File: src/rtl/dwpi_pkg.sv
package dwpi_pkg;

  localparam int unsigned CfgIdxW = 3;

  localparam logic [CfgIdxW-1:0] REG_KP    = 3'd0;
  localparam logic [CfgIdxW-1:0] REG_KI    = 3'd1;
  localparam logic [CfgIdxW-1:0] REG_DT    = 3'd2;
  localparam logic [CfgIdxW-1:0] REG_RHO   = 3'd3;
  localparam logic [CfgIdxW-1:0] REG_UPPER = 3'd4;
  localparam logic [CfgIdxW-1:0] REG_LOWER = 3'd5;

  localparam logic [15:0]        KP_RESET    = 16'd256;
  localparam logic [15:0]        KI_RESET    = 16'd0;
  localparam logic [15:0]        DT_RESET    = 16'd66;
  localparam logic [15:0]        RHO_RESET   = 16'd1966;
  localparam logic signed [15:0] UPPER_RESET = 16'sd25600;
  localparam logic signed [15:0] LOWER_RESET = -16'sd25600;

  typedef struct packed {
    logic [15:0]        kp;
    logic [15:0]        ki;
    logic [15:0]        dt;
    logic [15:0]        rho;
    logic signed [15:0] upper;
    logic signed [15:0] lower;
  } cfg_t;

  typedef enum logic [3:0] {
    OP_NONE,
    OP_LOAD,
    OP_ERR_MUL,
    OP_ERR_TAKE,
    OP_INC_MUL,
    OP_P_MUL,
    OP_I_MUL,
    OP_CMD,
    OP_OUT
  } op_e;

  typedef struct packed {
    op_e  op;
    logic wheel;
  } ctrl_t;

endpackage

File: src/rtl/dwpi_if.sv
interface dwpi_in_if;
  logic               valid;
  logic               ready;
  logic signed [15:0] right_reference;
  logic signed [15:0] left_reference;
  logic signed [15:0] right_measured;
  logic signed [15:0] left_measured;

  modport source (output valid, right_reference, left_reference, right_measured,
                  left_measured, input ready);
  modport sink (input valid, right_reference, left_reference, right_measured,
                left_measured, output ready);
endinterface

interface dwpi_out_if;
  logic               valid;
  logic               ready;
  logic signed [15:0] right_command;
  logic signed [15:0] left_command;

  modport source (output valid, right_command, left_command, input ready);
  modport sink (input valid, right_command, left_command, output ready);
endinterface

interface dwpi_cfg_if;
  logic        valid;
  logic        ready;
  logic [2:0]  index;
  logic [15:0] data;

  modport source (output valid, index, data, input ready);
  modport sink (input valid, index, data, output ready);
endinterface

File: src/rtl/dwpi_cfg.sv
module dwpi_cfg (
  input  logic                       clk_i,
  input  logic                       rst_ni,
  input  logic                       wr_valid_i,
  input  logic [dwpi_pkg::CfgIdxW-1:0] wr_index_i,
  input  logic [15:0]                wr_data_i,
  output logic                       wr_ready_o,
  output dwpi_pkg::cfg_t             cfg_o
);
  import dwpi_pkg::*;

  cfg_t cfg_q;

  assign wr_ready_o = 1'b1;
  assign cfg_o      = cfg_q;

  always_ff @(posedge clk_i or negedge rst_ni) begin
    if (!rst_ni) begin
      cfg_q.kp    <= KP_RESET;
      cfg_q.ki    <= KI_RESET;
      cfg_q.dt    <= DT_RESET;
      cfg_q.rho   <= RHO_RESET;
      cfg_q.upper <= UPPER_RESET;
      cfg_q.lower <= LOWER_RESET;
    end else if (wr_valid_i) begin
      unique case (wr_index_i)
        REG_KP:    cfg_q.kp    <= wr_data_i;
        REG_KI:    cfg_q.ki    <= wr_data_i;
        REG_DT:    cfg_q.dt    <= wr_data_i;
        REG_RHO:   cfg_q.rho   <= wr_data_i;
        REG_UPPER: cfg_q.upper <= $signed(wr_data_i);
        REG_LOWER: cfg_q.lower <= $signed(wr_data_i);
        default: ;
      endcase
    end
  end

endmodule

File: src/rtl/dwpi_ctrl.sv
module dwpi_ctrl (
  input  logic            clk_i,
  input  logic            rst_ni,
  input  logic            in_valid_i,
  output logic            in_ready_o,
  output logic            out_valid_o,
  input  logic            out_ready_i,
  output dwpi_pkg::ctrl_t ctrl_o
);
  import dwpi_pkg::*;

  typedef enum logic [7:0] {
    ST_IDLE     = 8'b0000_0001,
    ST_ERR_MUL  = 8'b0000_0010,
    ST_ERR_TAKE = 8'b0000_0100,
    ST_INC_MUL  = 8'b0000_1000,
    ST_P_MUL    = 8'b0001_0000,
    ST_I_MUL    = 8'b0010_0000,
    ST_CMD      = 8'b0100_0000,
    ST_DONE     = 8'b1000_0000
  } state_e;

  state_e state_q, state_d;
  logic   wheel_q, wheel_d;
  logic   out_valid_q, out_valid_d;

  assign in_ready_o  = (state_q == ST_IDLE);
  assign out_valid_o = out_valid_q;

  always_comb begin
    state_d     = state_q;
    wheel_d     = wheel_q;
    out_valid_d = out_valid_q && !out_ready_i;
    ctrl_o.op    = OP_NONE;
    ctrl_o.wheel = wheel_q;
    unique case (state_q)
      ST_IDLE: begin
        if (in_valid_i) begin
          ctrl_o.op = OP_LOAD;
          wheel_d   = 1'b0;
          state_d   = ST_ERR_MUL;
        end
      end
      ST_ERR_MUL: begin
        ctrl_o.op = OP_ERR_MUL;
        state_d   = ST_ERR_TAKE;
      end
      ST_ERR_TAKE: begin
        ctrl_o.op = OP_ERR_TAKE;
        state_d   = ST_INC_MUL;
      end
      ST_INC_MUL: begin
        ctrl_o.op = OP_INC_MUL;
        state_d   = ST_P_MUL;
      end
      ST_P_MUL: begin
        ctrl_o.op = OP_P_MUL;
        state_d   = ST_I_MUL;
      end
      ST_I_MUL: begin
        ctrl_o.op = OP_I_MUL;
        state_d   = ST_CMD;
      end
      ST_CMD: begin
        ctrl_o.op = OP_CMD;
        if (!wheel_q) begin
          wheel_d = 1'b1;
          state_d = ST_ERR_MUL;
        end else begin
          state_d = ST_DONE;
        end
      end
      ST_DONE: begin
        if (!out_valid_q || out_ready_i) begin
          ctrl_o.op   = OP_OUT;
          out_valid_d = 1'b1;
          state_d     = ST_IDLE;
        end
      end
      default: state_d = ST_IDLE;
    endcase
  end

  always_ff @(posedge clk_i or negedge rst_ni) begin
    if (!rst_ni) begin
      state_q     <= ST_IDLE;
      wheel_q     <= 1'b0;
      out_valid_q <= 1'b0;
    end else begin
      state_q     <= state_d;
      wheel_q     <= wheel_d;
      out_valid_q <= out_valid_d;
    end
  end

endmodule

File: src/rtl/dwpi_dp.sv
module dwpi_dp (
  input  logic               clk_i,
  input  logic               rst_ni,
  input  dwpi_pkg::ctrl_t    ctrl_i,
  input  dwpi_pkg::cfg_t     cfg_i,
  input  logic signed [15:0] right_reference_i,
  input  logic signed [15:0] left_reference_i,
  input  logic signed [15:0] right_measured_i,
  input  logic signed [15:0] left_measured_i,
  output logic signed [15:0] right_command_o,
  output logic signed [15:0] left_command_o
);
  import dwpi_pkg::*;

  logic signed [15:0] ref_q  [2];
  logic signed [15:0] meas_q [2];
  logic signed [31:0] integ_q [2];
  logic signed [16:0] last_e_q [2];
  logic signed [15:0] cmd_q [2];
  logic signed [16:0] e_q;
  logic signed [49:0] prod_q;
  logic signed [40:0] acc_q;
  logic signed [15:0] right_out_q, left_out_q;

  logic               w;
  logic signed [32:0] mul_a;
  logic [15:0]        mul_b;
  logic signed [49:0] mul_p;
  logic signed [16:0] diff;
  logic signed [17:0] e_sum;
  logic signed [24:0] inc;
  logic signed [32:0] integ_sum;
  logic signed [31:0] integ_sat;
  logic signed [49:0] total;
  logic signed [33:0] cmd_full;
  logic signed [15:0] cmd_clamp;

  assign w     = ctrl_i.wheel;
  assign diff  = 17'(ref_q[w]) - 17'(meas_q[w]);
  assign e_sum = 18'(e_q) + 18'(last_e_q[w]);

  always_comb begin
    mul_a = '0;
    mul_b = '0;
    unique case (ctrl_i.op)
      OP_ERR_MUL: begin
        mul_a = 33'(diff);
        mul_b = cfg_i.rho;
      end
      OP_INC_MUL: begin
        mul_a = 33'(e_sum);
        mul_b = cfg_i.dt;
      end
      OP_P_MUL: begin
        mul_a = 33'(e_q);
        mul_b = cfg_i.kp;
      end
      OP_I_MUL: begin
        mul_a = 33'(integ_q[w]);
        mul_b = cfg_i.ki;
      end
      default: ;
    endcase
  end

  assign mul_p = mul_a * $signed({1'b0, mul_b});

  // trapezoid increment with saturating accumulate
  assign inc       = prod_q[33:9];
  assign integ_sum = 33'(integ_q[w]) + 33'(inc);
  always_comb begin
    if (integ_sum[32] != integ_sum[31]) begin
      integ_sat = integ_sum[32] ? {1'b1, 31'd0} : {1'b0, {31{1'b1}}};
    end else begin
      integ_sat = integ_sum[31:0];
    end
  end

  assign total    = 50'(acc_q) + prod_q;
  assign cmd_full = total[49:16];
  always_comb begin
    priority if (cmd_full > 34'(cfg_i.upper)) begin
      cmd_clamp = cfg_i.upper;
    end else if (cmd_full < 34'(cfg_i.lower)) begin
      cmd_clamp = cfg_i.lower;
    end else begin
      cmd_clamp = cmd_full[15:0];
    end
  end

  always_ff @(posedge clk_i or negedge rst_ni) begin
    if (!rst_ni) begin
      for (int i = 0; i < 2; i++) begin
        integ_q[i]  <= '0;
        last_e_q[i] <= '0;
      end
    end else begin
      unique case (ctrl_i.op)
        OP_P_MUL: integ_q[w]  <= integ_sat;
        OP_I_MUL: last_e_q[w] <= e_q;
        default: ;
      endcase
    end
  end

  always_ff @(posedge clk_i) begin
    unique case (ctrl_i.op)
      OP_LOAD: begin
        ref_q[0]  <= right_reference_i;
        ref_q[1]  <= left_reference_i;
        meas_q[0] <= right_measured_i;
        meas_q[1] <= left_measured_i;
      end
      OP_ERR_MUL, OP_INC_MUL, OP_P_MUL: prod_q <= mul_p;
      OP_ERR_TAKE: e_q <= prod_q[32:16];
      OP_I_MUL: begin
        acc_q  <= {prod_q[32:0], 8'd0};
        prod_q <= mul_p;
      end
      OP_CMD: cmd_q[w] <= cmd_clamp;
      OP_OUT: begin
        right_out_q <= cmd_q[0];
        left_out_q  <= cmd_q[1];
      end
      default: ;
    endcase
  end

  assign right_command_o = right_out_q;
  assign left_command_o  = left_out_q;

endmodule

File: src/rtl/dual_wheel_pi_speed_controller.sv
// Channel | Dir | Words carried
// in_i    | in  | right/left reference, right/left measured speed (Q8.8)
// cfg_i   | in  | register index, 16 bit data; always ready
// out_o   | out | right/left clamped command (Q8.8)
//
// One word goes through the accept, six steps per wheel around the
// single shared 33x17 multiplier, and the transfer to the output register.
// Reset clears the integrals, the stored errors and the registers to defaults.
// A finished result waits in the output register; the next input word is
// taken meanwhile, and its result stalls only while the previous one is unread.
module dual_wheel_pi_speed_controller (
  input logic      clk_i,
  input logic      rst_ni,
  dwpi_in_if.sink  in_i,
  dwpi_cfg_if.sink cfg_i,
  dwpi_out_if.source out_o
);
  import dwpi_pkg::*;

  cfg_t  cfg;
  ctrl_t ctrl;

  dwpi_cfg u_cfg (
    .clk_i      (clk_i),
    .rst_ni     (rst_ni),
    .wr_valid_i (cfg_i.valid),
    .wr_index_i (cfg_i.index),
    .wr_data_i  (cfg_i.data),
    .wr_ready_o (cfg_i.ready),
    .cfg_o      (cfg)
  );

  dwpi_ctrl u_ctrl (
    .clk_i       (clk_i),
    .rst_ni      (rst_ni),
    .in_valid_i  (in_i.valid),
    .in_ready_o  (in_i.ready),
    .out_valid_o (out_o.valid),
    .out_ready_i (out_o.ready),
    .ctrl_o      (ctrl)
  );

  dwpi_dp u_dp (
    .clk_i             (clk_i),
    .rst_ni            (rst_ni),
    .ctrl_i            (ctrl),
    .cfg_i             (cfg),
    .right_reference_i (in_i.right_reference),
    .left_reference_i  (in_i.left_reference),
    .right_measured_i  (in_i.right_measured),
    .left_measured_i   (in_i.left_measured),
    .right_command_o   (out_o.right_command),
    .left_command_o    (out_o.left_command)
  );

endmodule

File: src/flat_wrapper.sv
// flat-port wrapper written by rule: the top's interface ports become plain ports
module dual_wheel_pi_speed_controller_flat import dwpi_pkg::*;
  (clk_i, rst_ni, in_i_valid, in_i_right_reference, in_i_left_reference, in_i_right_measured, in_i_left_measured, in_i_ready, cfg_i_valid, cfg_i_index, cfg_i_data, cfg_i_ready, out_o_valid, out_o_right_command, out_o_left_command, out_o_ready);
  dwpi_in_if in_i_i ();
  dwpi_cfg_if cfg_i_i ();
  dwpi_out_if out_o_i ();
  input logic clk_i;
  input logic rst_ni;
  input wire logic [$bits(in_i_i.valid)-1:0] in_i_valid;
  input wire logic [$bits(in_i_i.right_reference)-1:0] in_i_right_reference;
  input wire logic [$bits(in_i_i.left_reference)-1:0] in_i_left_reference;
  input wire logic [$bits(in_i_i.right_measured)-1:0] in_i_right_measured;
  input wire logic [$bits(in_i_i.left_measured)-1:0] in_i_left_measured;
  output wire logic [$bits(in_i_i.ready)-1:0] in_i_ready;
  input wire logic [$bits(cfg_i_i.valid)-1:0] cfg_i_valid;
  input wire logic [$bits(cfg_i_i.index)-1:0] cfg_i_index;
  input wire logic [$bits(cfg_i_i.data)-1:0] cfg_i_data;
  output wire logic [$bits(cfg_i_i.ready)-1:0] cfg_i_ready;
  output wire logic [$bits(out_o_i.valid)-1:0] out_o_valid;
  output wire logic [$bits(out_o_i.right_command)-1:0] out_o_right_command;
  output wire logic [$bits(out_o_i.left_command)-1:0] out_o_left_command;
  input wire logic [$bits(out_o_i.ready)-1:0] out_o_ready;
  assign in_i_i.valid = in_i_valid;
  assign in_i_i.right_reference = in_i_right_reference;
  assign in_i_i.left_reference = in_i_left_reference;
  assign in_i_i.right_measured = in_i_right_measured;
  assign in_i_i.left_measured = in_i_left_measured;
  assign in_i_ready = in_i_i.ready;
  assign cfg_i_i.valid = cfg_i_valid;
  assign cfg_i_i.index = cfg_i_index;
  assign cfg_i_i.data = cfg_i_data;
  assign cfg_i_ready = cfg_i_i.ready;
  assign out_o_valid = out_o_i.valid;
  assign out_o_right_command = out_o_i.right_command;
  assign out_o_left_command = out_o_i.left_command;
  assign out_o_i.ready = out_o_ready;
  dual_wheel_pi_speed_controller u_core (.clk_i(clk_i), .rst_ni(rst_ni), .in_i(in_i_i), .cfg_i(cfg_i_i), .out_o(out_o_i));
endmodule
File: config.mk
export PLATFORM = sky130hd
export DESIGN_NAME = dual_wheel_pi_speed_controller_flat
export DESIGN_NICKNAME = d
export VERILOG_FILES = /design/src/rtl/dwpi_pkg.sv /design/src/rtl/dwpi_if.sv /design/src/rtl/dwpi_cfg.sv /design/src/rtl/dwpi_ctrl.sv /design/src/rtl/dwpi_dp.sv /design/src/rtl/dual_wheel_pi_speed_controller.sv /design/src/flat_wrapper.sv
export SDC_FILE = /design/constraint.sdc
export NUM_CORES = 2
export LEC_CHECK = 0
export BUFFER_PORTS_ARGS = -buffer_cell sky130_fd_sc_hd__buf_2
export CORE_MARGIN = 5
export CORE_UTILIZATION = 59
export DETAILED_ROUTE_END_ITERATION = 12
export HOLD_SLACK_MARGIN = 0.06
export PLACE_DENSITY = 0.85
export REMOVE_ABC_BUFFERS = 1
export SKIP_LAST_GASP = 1
export SLEW_MARGIN = 10
export SYNTH_ARGS = -nofsm -noshare
export SYNTH_HDL_FRONTEND = slang
export SYNTH_SLANG_ARGS = --single-unit
File: constraint.sdc
create_clock -name clk_i -period 10 [get_ports clk_i]
set_clock_uncertainty 0.1 [all_clocks]
set_input_delay 1.5 -clock clk_i [delete_from_list [all_inputs] [get_ports clk_i]]
set_output_delay 1.5 -clock clk_i [all_outputs]
set_load 0.01 [all_outputs]
Yosys cells after proc, flatten, opt, wreduce, memory -nomap -nowiden. Memories as Yosys holds them, arrays and structs flattened. A register that Yosys moved wholly into a read port is not among the register bits. Cells that the tools add are included.

Register bits: 304. Bits in writable memories: 96. Output and inout bits: 35. Memories kept: 3.

$add $sub $neg: 4. Multiply operators: 1. Magnitude comparators: 4. Equality and inequality tests: 24. Multiplexer cells: 33. Bitwise operators: 1. Reduce and logical (&&, ||, !) cells: 16.

Memories: u_core.u_dp.cmd_q (depth 2, width 16, rd ports 2, clocked after memory_dff 2, write ports 1, RTL line dwpi_dp.sv:19) `logic signed [15:0] cmd_q [2];`; u_core.u_dp.meas_q (depth 2, width 16, rd ports 1, clocked after memory_dff 0, write ports 2, RTL line dwpi_dp.sv:16) `logic signed [15:0] meas_q [2];`; u_core.u_dp.ref_q (depth 2, width 16, rd ports 1, clocked after memory_dff 0, write ports 2, RTL line dwpi_dp.sv:15) `logic signed [15:0] ref_q [2];`.

Operators with widths (count): 32-bit 2-to-1 mux (6); 33-bit case mux with 4 select lines (1); 17-bit 2-to-1 mux (4); 64-bit bitwise mux (1); 16-bit case mux with 4 select lines (1); 8-bit case mux with 8 select lines (1); 41-bit by 50-bit adder with 50-bit output (1); 33-bit by 17-bit multiplier with 50-bit output (1); 34-bit bitwise mux (1); 34-bit by 16-bit greater-than comparator with 1-bit output (1); 34-bit by 16-bit less-than comparator with 1-bit output (1); 32-bit by 25-bit adder with 33-bit output (1); 32-bit demux with 1-bit select (1); 16-bit 2-to-1 mux (2); 4-bit case mux with 8 select lines (1); 8-bit 2-to-1 mux (3); 17-bit by 17-bit adder with 18-bit output (1); 17-bit demux with 1-bit select (1); 16-bit by 16-bit subtractor with 17-bit output (1); 4-bit by 3-bit == test with 1-bit output (second input constant) (4); 2-bit AND reduction (8); 4-bit by 2-bit == test with 1-bit output (second input constant) (2); 8-bit by 1-bit == test with 1-bit output (second input constant) (1); 8-bit by 2-bit == test with 1-bit output (second input constant) (1); other kinds (25) (37).

Logic depth before layout (Yosys ltp).
Depth in word-level cells: 8. Gate-level depth with buffers: 41. Depth with buffers taken out: 34.

By module. A second synthesis with hierarchy kept.

Cell total of the unflattened synthesis: 3986. Area total of the unflattened synthesis: 40825.4 µm².

Modules (own cells, without submodules): dwpi_dp (times used 1, cells each 3728, area an instance 36590.1 µm², sequential area each 9298.9 µm²); dwpi_cfg (times used 1, cells each 210, area an instance 3712.3 µm², sequential area each 2424.8 µm²); dwpi_ctrl (times used 1, cells each 48, area an instance 523.0 µm², sequential area each 251.5 µm²).

Least setup slack after synthesis. No wires, ideal clock.

Kind: reg2reg. Start: reg u_core.u_ctrl.wheel_q. End: reg u_core.u_dp.prod_q[48], data pin. Setup time: 0.285 ns. Arrival time: 9.950 ns. Required time: 9.615 ns. Setup slack: -0.335 ns. Stages on the path, launching flop included: 37. Buffers on the path: 7. Path through: dfrtp_1 buf_1 buf_1 clkbuf_1 clkbuf_1 mux2_2 ha_1 nor2b_1 o21a_1 o21ai_0 a211oi_1 o2111ai_1 a21oi_1 o311ai_0 buf_2 buf_2 a21oi_2 nor2_1 fa_1 inv_1 fa_1 inv_1 fa_1 fa_1 fa_1 inv_1 fa_1 inv_1 ha_1 clkbuf_1 a21oi_1 o21a_1 or3b_2 o21ai_0 o21ai_0 nand4_1 o311ai_0.

Cells in the longest elaborated chain, start to end: 7. Elaborated cells on any way between the ends: 13. Classes of those cells: add/sub (2); mul (1); mux (7); bitwise (1); memory (2).

Ends and longest elaborated chain: start: declaration (RTL line dwpi_ctrl.sv:24) `logic wheel_q, wheel_d;`; start signal: assignment (RTL line dwpi_ctrl.sv:91) `wheel_q <= wheel_d;`; 1-bit NOT with 2-bit output (not written as such) (RTL line dwpi_dp.sv:40, dwpi_dp.sv:59); 17-bit 2-to-1 mux (not written as such) (3 in a row) (RTL line dwpi_dp.sv:40) `assign e_sum = 18'(e_q) + 18'(last_e_q[w]);`; 17-bit by 17-bit adder with 18-bit output (RTL line dwpi_dp.sv:40); 33-bit case mux with 4 select lines * (RTL line dwpi_dp.sv:45) `unique case (ctrl_i.op)`; 33-bit by 17-bit multiplier with 50-bit output * (RTL line dwpi_dp.sv:66) `assign mul_p = mul_a * $signed({1'b0, mul_b});`; net u_core.u_dp.mul_p[48] (RTL line dwpi_dp.sv:28) `logic signed [49:0] mul_p;`; end signal: assignment (RTL line dwpi_dp.sv:114) `OP_ERR_MUL, OP_INC_MUL, OP_P_MUL: prod_q <= mul_p;`; end signal: assignment (RTL line dwpi_dp.sv:118) `prod_q <= mul_p;`; end: declaration (RTL line dwpi_dp.sv:21) `logic signed [49:0] prod_q;`.

Mark *: on every way through the listed nets, which the timed path passes. The rest lies on a longest branch. The select of a mux whose other input is x is not followed. A chain may end at the register's enable or synchronous reset.

Worst setup path after layout. Ends and elaborated chain as after synthesis.

==> metrics.txt <==
Post-synth top flop=sky130_fd_sc_hd__edfxtp_1; share of Yosys cell area claimed by the top area cell type=24.0%; Worst path max stage delay=0.57 ns; EDFF count, synth=228; Clock Tree Buf Depth=3; final-report max-slew violation count=0; vertical extent of the die=275 um; Register Area=12,000 sq um; overall fraction of global-route tracks in use=29.9%; share of synthesized registers carrying an async set or reset=47.2%; portion of the clock cycle consumed by the worst path in the final layout=96.0%; transition at the pin with the smallest max-transition slack=1.35 ns; Buffers & Inverters on Critical Path=6; fraction of layout cells with a size suffix above 1=13.1%; cell type group with the largest total delay on the critical path=adder cells; most frequent cell on the critical path=sky130_fd_sc_hd__fa_1; kind of capture point of the worst setup path=flip-flop; synthesized netlist cell count=4,087; final setup margin=0.400 ns; library cell with the largest summed area after synthesis=sky130_fd_sc_hd__fa_1; time the worst path needs with I/O delays and setup=9.60 ns; most frequent cell after synthesis=sky130_fd_sc_hd__inv_1; Crit Path Max Fanout=30; critical path type=flip-flop to flip-flop; row count=97; mean number of vias per cell=6.07; cell area after technology mapping=41,300 sq um; status=complete, no violations; Post-Route WL=113 mm; I/O Buffers=121; final-report setup violation count=0; number of maximum-capacitance constraint violations=0; Worst EP required=10.21 ns; final routed wire length divided by cell count=21.9 um; total power density per cell area=161 nW/um^2; Slew Limit Headroom=10.3%; leakage power total=0.0213 uW; number of fill cells=5,259; setup repair after global routing missed its margin=no; post-route ant nets=0; number of synthesized register bits=432; number of iterations in the first detailed-routing pass=6; Die Width=275 um; vias in the first global route=32,500; launching element type of the critical path=flip-flop; sequential element share of the synthesized area=29.0%; worst hold path class=flip-flop to flip-flop; number of warnings printed during yosys synthesis=0; number of vias in the routed layout=31,300; total chip power=7200 uW; clock tree root buffer cell=sky130_fd_sc_hd__clkbuf_16; pre-CTS setup slack=0.144 ns; synth cell count leaders=sky130_fd_sc_hd__inv_1, sky130_fd_sc_hd__fa_1, sky130_fd_sc_hd__nand2_1; critical-path cell with the highest stage delay=sky130_fd_sc_hd__fa_1; DPL Wire Length=85.3 mm; Residual DRC=0; P&R area growth vs syn=8.28%; CTS H-tree lvls=2; hold-fix buffer count after cts=0; critical path arrival=9.81 ns; area enclosed by the die boundary=75,500 sq um; global route total overflow=0; Hold Fails Final Rpt=0; clock tree from TritonCTS=done; synth unique cells=85; area of the core=69,800 sq um; clock latency on the worst-skew pair=0.58 ns; Iter 0 DRT Violations=3,270; biggest area contributors in the synthesized netlist=sky130_fd_sc_hd__fa_1, sky130_fd_sc_hd__edfxtp_1, sky130_fd_sc_hd__dfrtp_1, sky130_fd_sc_hd__ha_1, sky130_fd_sc_hd__inv_1; number of antenna violations at the first check in global routing=0; initial standard-cell utilization of the core=59.2%; Multi-input gate area=26,400 sq um; utilization of the core after routing=64.1%; largest net degree at the start of global routing=127; worst vdd ir=0.182 mV; global-route wire length before repair=176 mm; final net count=5,057; Final Wtd Congestion=0.996; total clock buffers created by CTS=43; Top-Level Pins=123; Post-Synthesis Mean Instance Area=10.1 sq um; clock transition time at the flip-flop clock pins of the worst setup and hold paths=0.07 ns; number of clock sinks=432; Highest Clock Rate=0.104 GHz
logic make-up (layout without fill, tap and decap cells):
group / count (synthesis) / count (layout) / share of synthesized area [%]
xor+xnor: 126 / 126 / 2.67
fa+ha+maj: 786 / 786 / 32.8
simple gates: 969 / 969 / 10.5
other cells: 1 / 2 / 0.00907
buf+inv: 839 / 969 / 7.73
flops: 432 / 432 / 29.0
compound gates: 695 / 695 / 10.9
mux: 239 / 239 / 6.36
through the flow:
step                      hold slack (ns)  cells  cell area (sq um)  setup TNS (ns)
after detailed placement            0.305   5072              43300               0
after floorplan                     0.300   3918              40700          -73.44
after global placement              0.301   5072              43300               0
after global routing                0.322   5157              44800               0
final                               0.317   5158              44800               0
after CTS                           0.316   5151              44600               0
power by group:
group / internal [uW] / switching [uW]
clock network: 844 / 727
registers: 2230 / 191
logic: 1160 / 2040
flip-flops by register name, indices dropped and copies added, names as in the netlist:
register,cells
u_core.u_cfg.cfg_o,96
u_core.u_dp.integ_q,64
out_o_left_command,16
u_core.u_dp.prod_q,50
u_core.u_ctrl.out_valid_o,1
out_o_right_command,16
u_core.u_dp.acc_q,33
u_core.u_dp.last_e_q,34
u_core.u_dp.meas_q,32
u_core.u_dp.ref_q,32
u_core.u_ctrl.wheel_q,1
u_core.u_dp.e_q,17
u_core.u_ctrl.state_q,8
u_core.u_dp.cmd_q,32
final cells by class:
type / count / area share [%]
inverters: 670 / 5.62
repair buffers: 220 / 3.09
clock buffers: 51 / 2.52
flip-flops and latches: 432 / 26.8
well taps: 940 / 2.63
diodes: 1 / 0.00559
clock inverters: 28 / 0.467
multi-input cells: 2816 / 58.9
what timing repair did:
action,in CTS,in global routing
endpoints found under the setup margin,0,15
setup buffers,0,6
resized for setup,0,28
metal layers:
layer / vias up / GRT usage [%] / routed length (um)
met5: - / 0 / 0
li1: 13700 / - / -
met2: 1676 / 47.8 / 52200
met4: 0 / 14.2 / 6520
met1: 15600 / 38.7 / 41800
met3: 391 / 7.20 / 12600
path summary, 6_finish.rpt:
path,cells past startpoint,start,slack [ns],endpoint
setup / recovery,32,u_core.u_ctrl.wheel_q,0.40,u_core.u_dp.prod_q[48]
hold / removal,0,u_core.u_dp.cmd_q[1][8],0.32,out_o_left_command[8]
setup reg to reg,32,u_core.u_ctrl.wheel_q,0.40,u_core.u_dp.prod_q[48]
hold reg to reg,0,u_core.u_dp.cmd_q[1][8],0.32,out_o_left_command[8]
max in group asynchronous,2,rst_ni,7.16,u_core.u_cfg.cfg_o[22]
min in group asynchronous,1,rst_ni,0.95,u_core.u_cfg.cfg_o[4]
cell usage in the layout (no fill, tap or decap), types with 22 or more instances in the layout:
master / synthesis / routed
sky130_fd_sc_hd__nand4_1: 44 / 44
sky130_fd_sc_hd__buf_2: 13 / 120
sky130_fd_sc_hd__xnor2_1: 87 / 87
sky130_fd_sc_hd__and2_1: 81 / 81
sky130_fd_sc_hd__a21oi_1: 197 / 193
sky130_fd_sc_hd__a211oi_1: 24 / 22
sky130_fd_sc_hd__dfrtp_1: 185 / 184
sky130_fd_sc_hd__nor2b_1: 23 / 23
sky130_fd_sc_hd__ha_1: 290 / 290
sky130_fd_sc_hd__xor2_1: 39 / 39
sky130_fd_sc_hd__nand2b_1: 24 / 24
sky130_fd_sc_hd__nor2_1: 218 / 218
sky130_fd_sc_hd__o21ai_0: 144 / 140
sky130_fd_sc_hd__edfxtp_1: 228 / 228
sky130_fd_sc_hd__a31oi_1: 30 / 29
sky130_fd_sc_hd__nand3_1: 22 / 22
sky130_fd_sc_hd__nand2_1: 471 / 471
sky130_fd_sc_hd__mux2_2: 185 / 185
sky130_fd_sc_hd__clkbuf_16: 0 / 43
sky130_fd_sc_hd__inv_1: 668 / 667
sky130_fd_sc_hd__fa_1: 496 / 496
sky130_fd_sc_hd__mux2i_1: 53 / 53
sky130_fd_sc_hd__a21o_1: 105 / 95
sky130_fd_sc_hd__buf_4: 2 / 97
(Power assumes the default switching activity.)
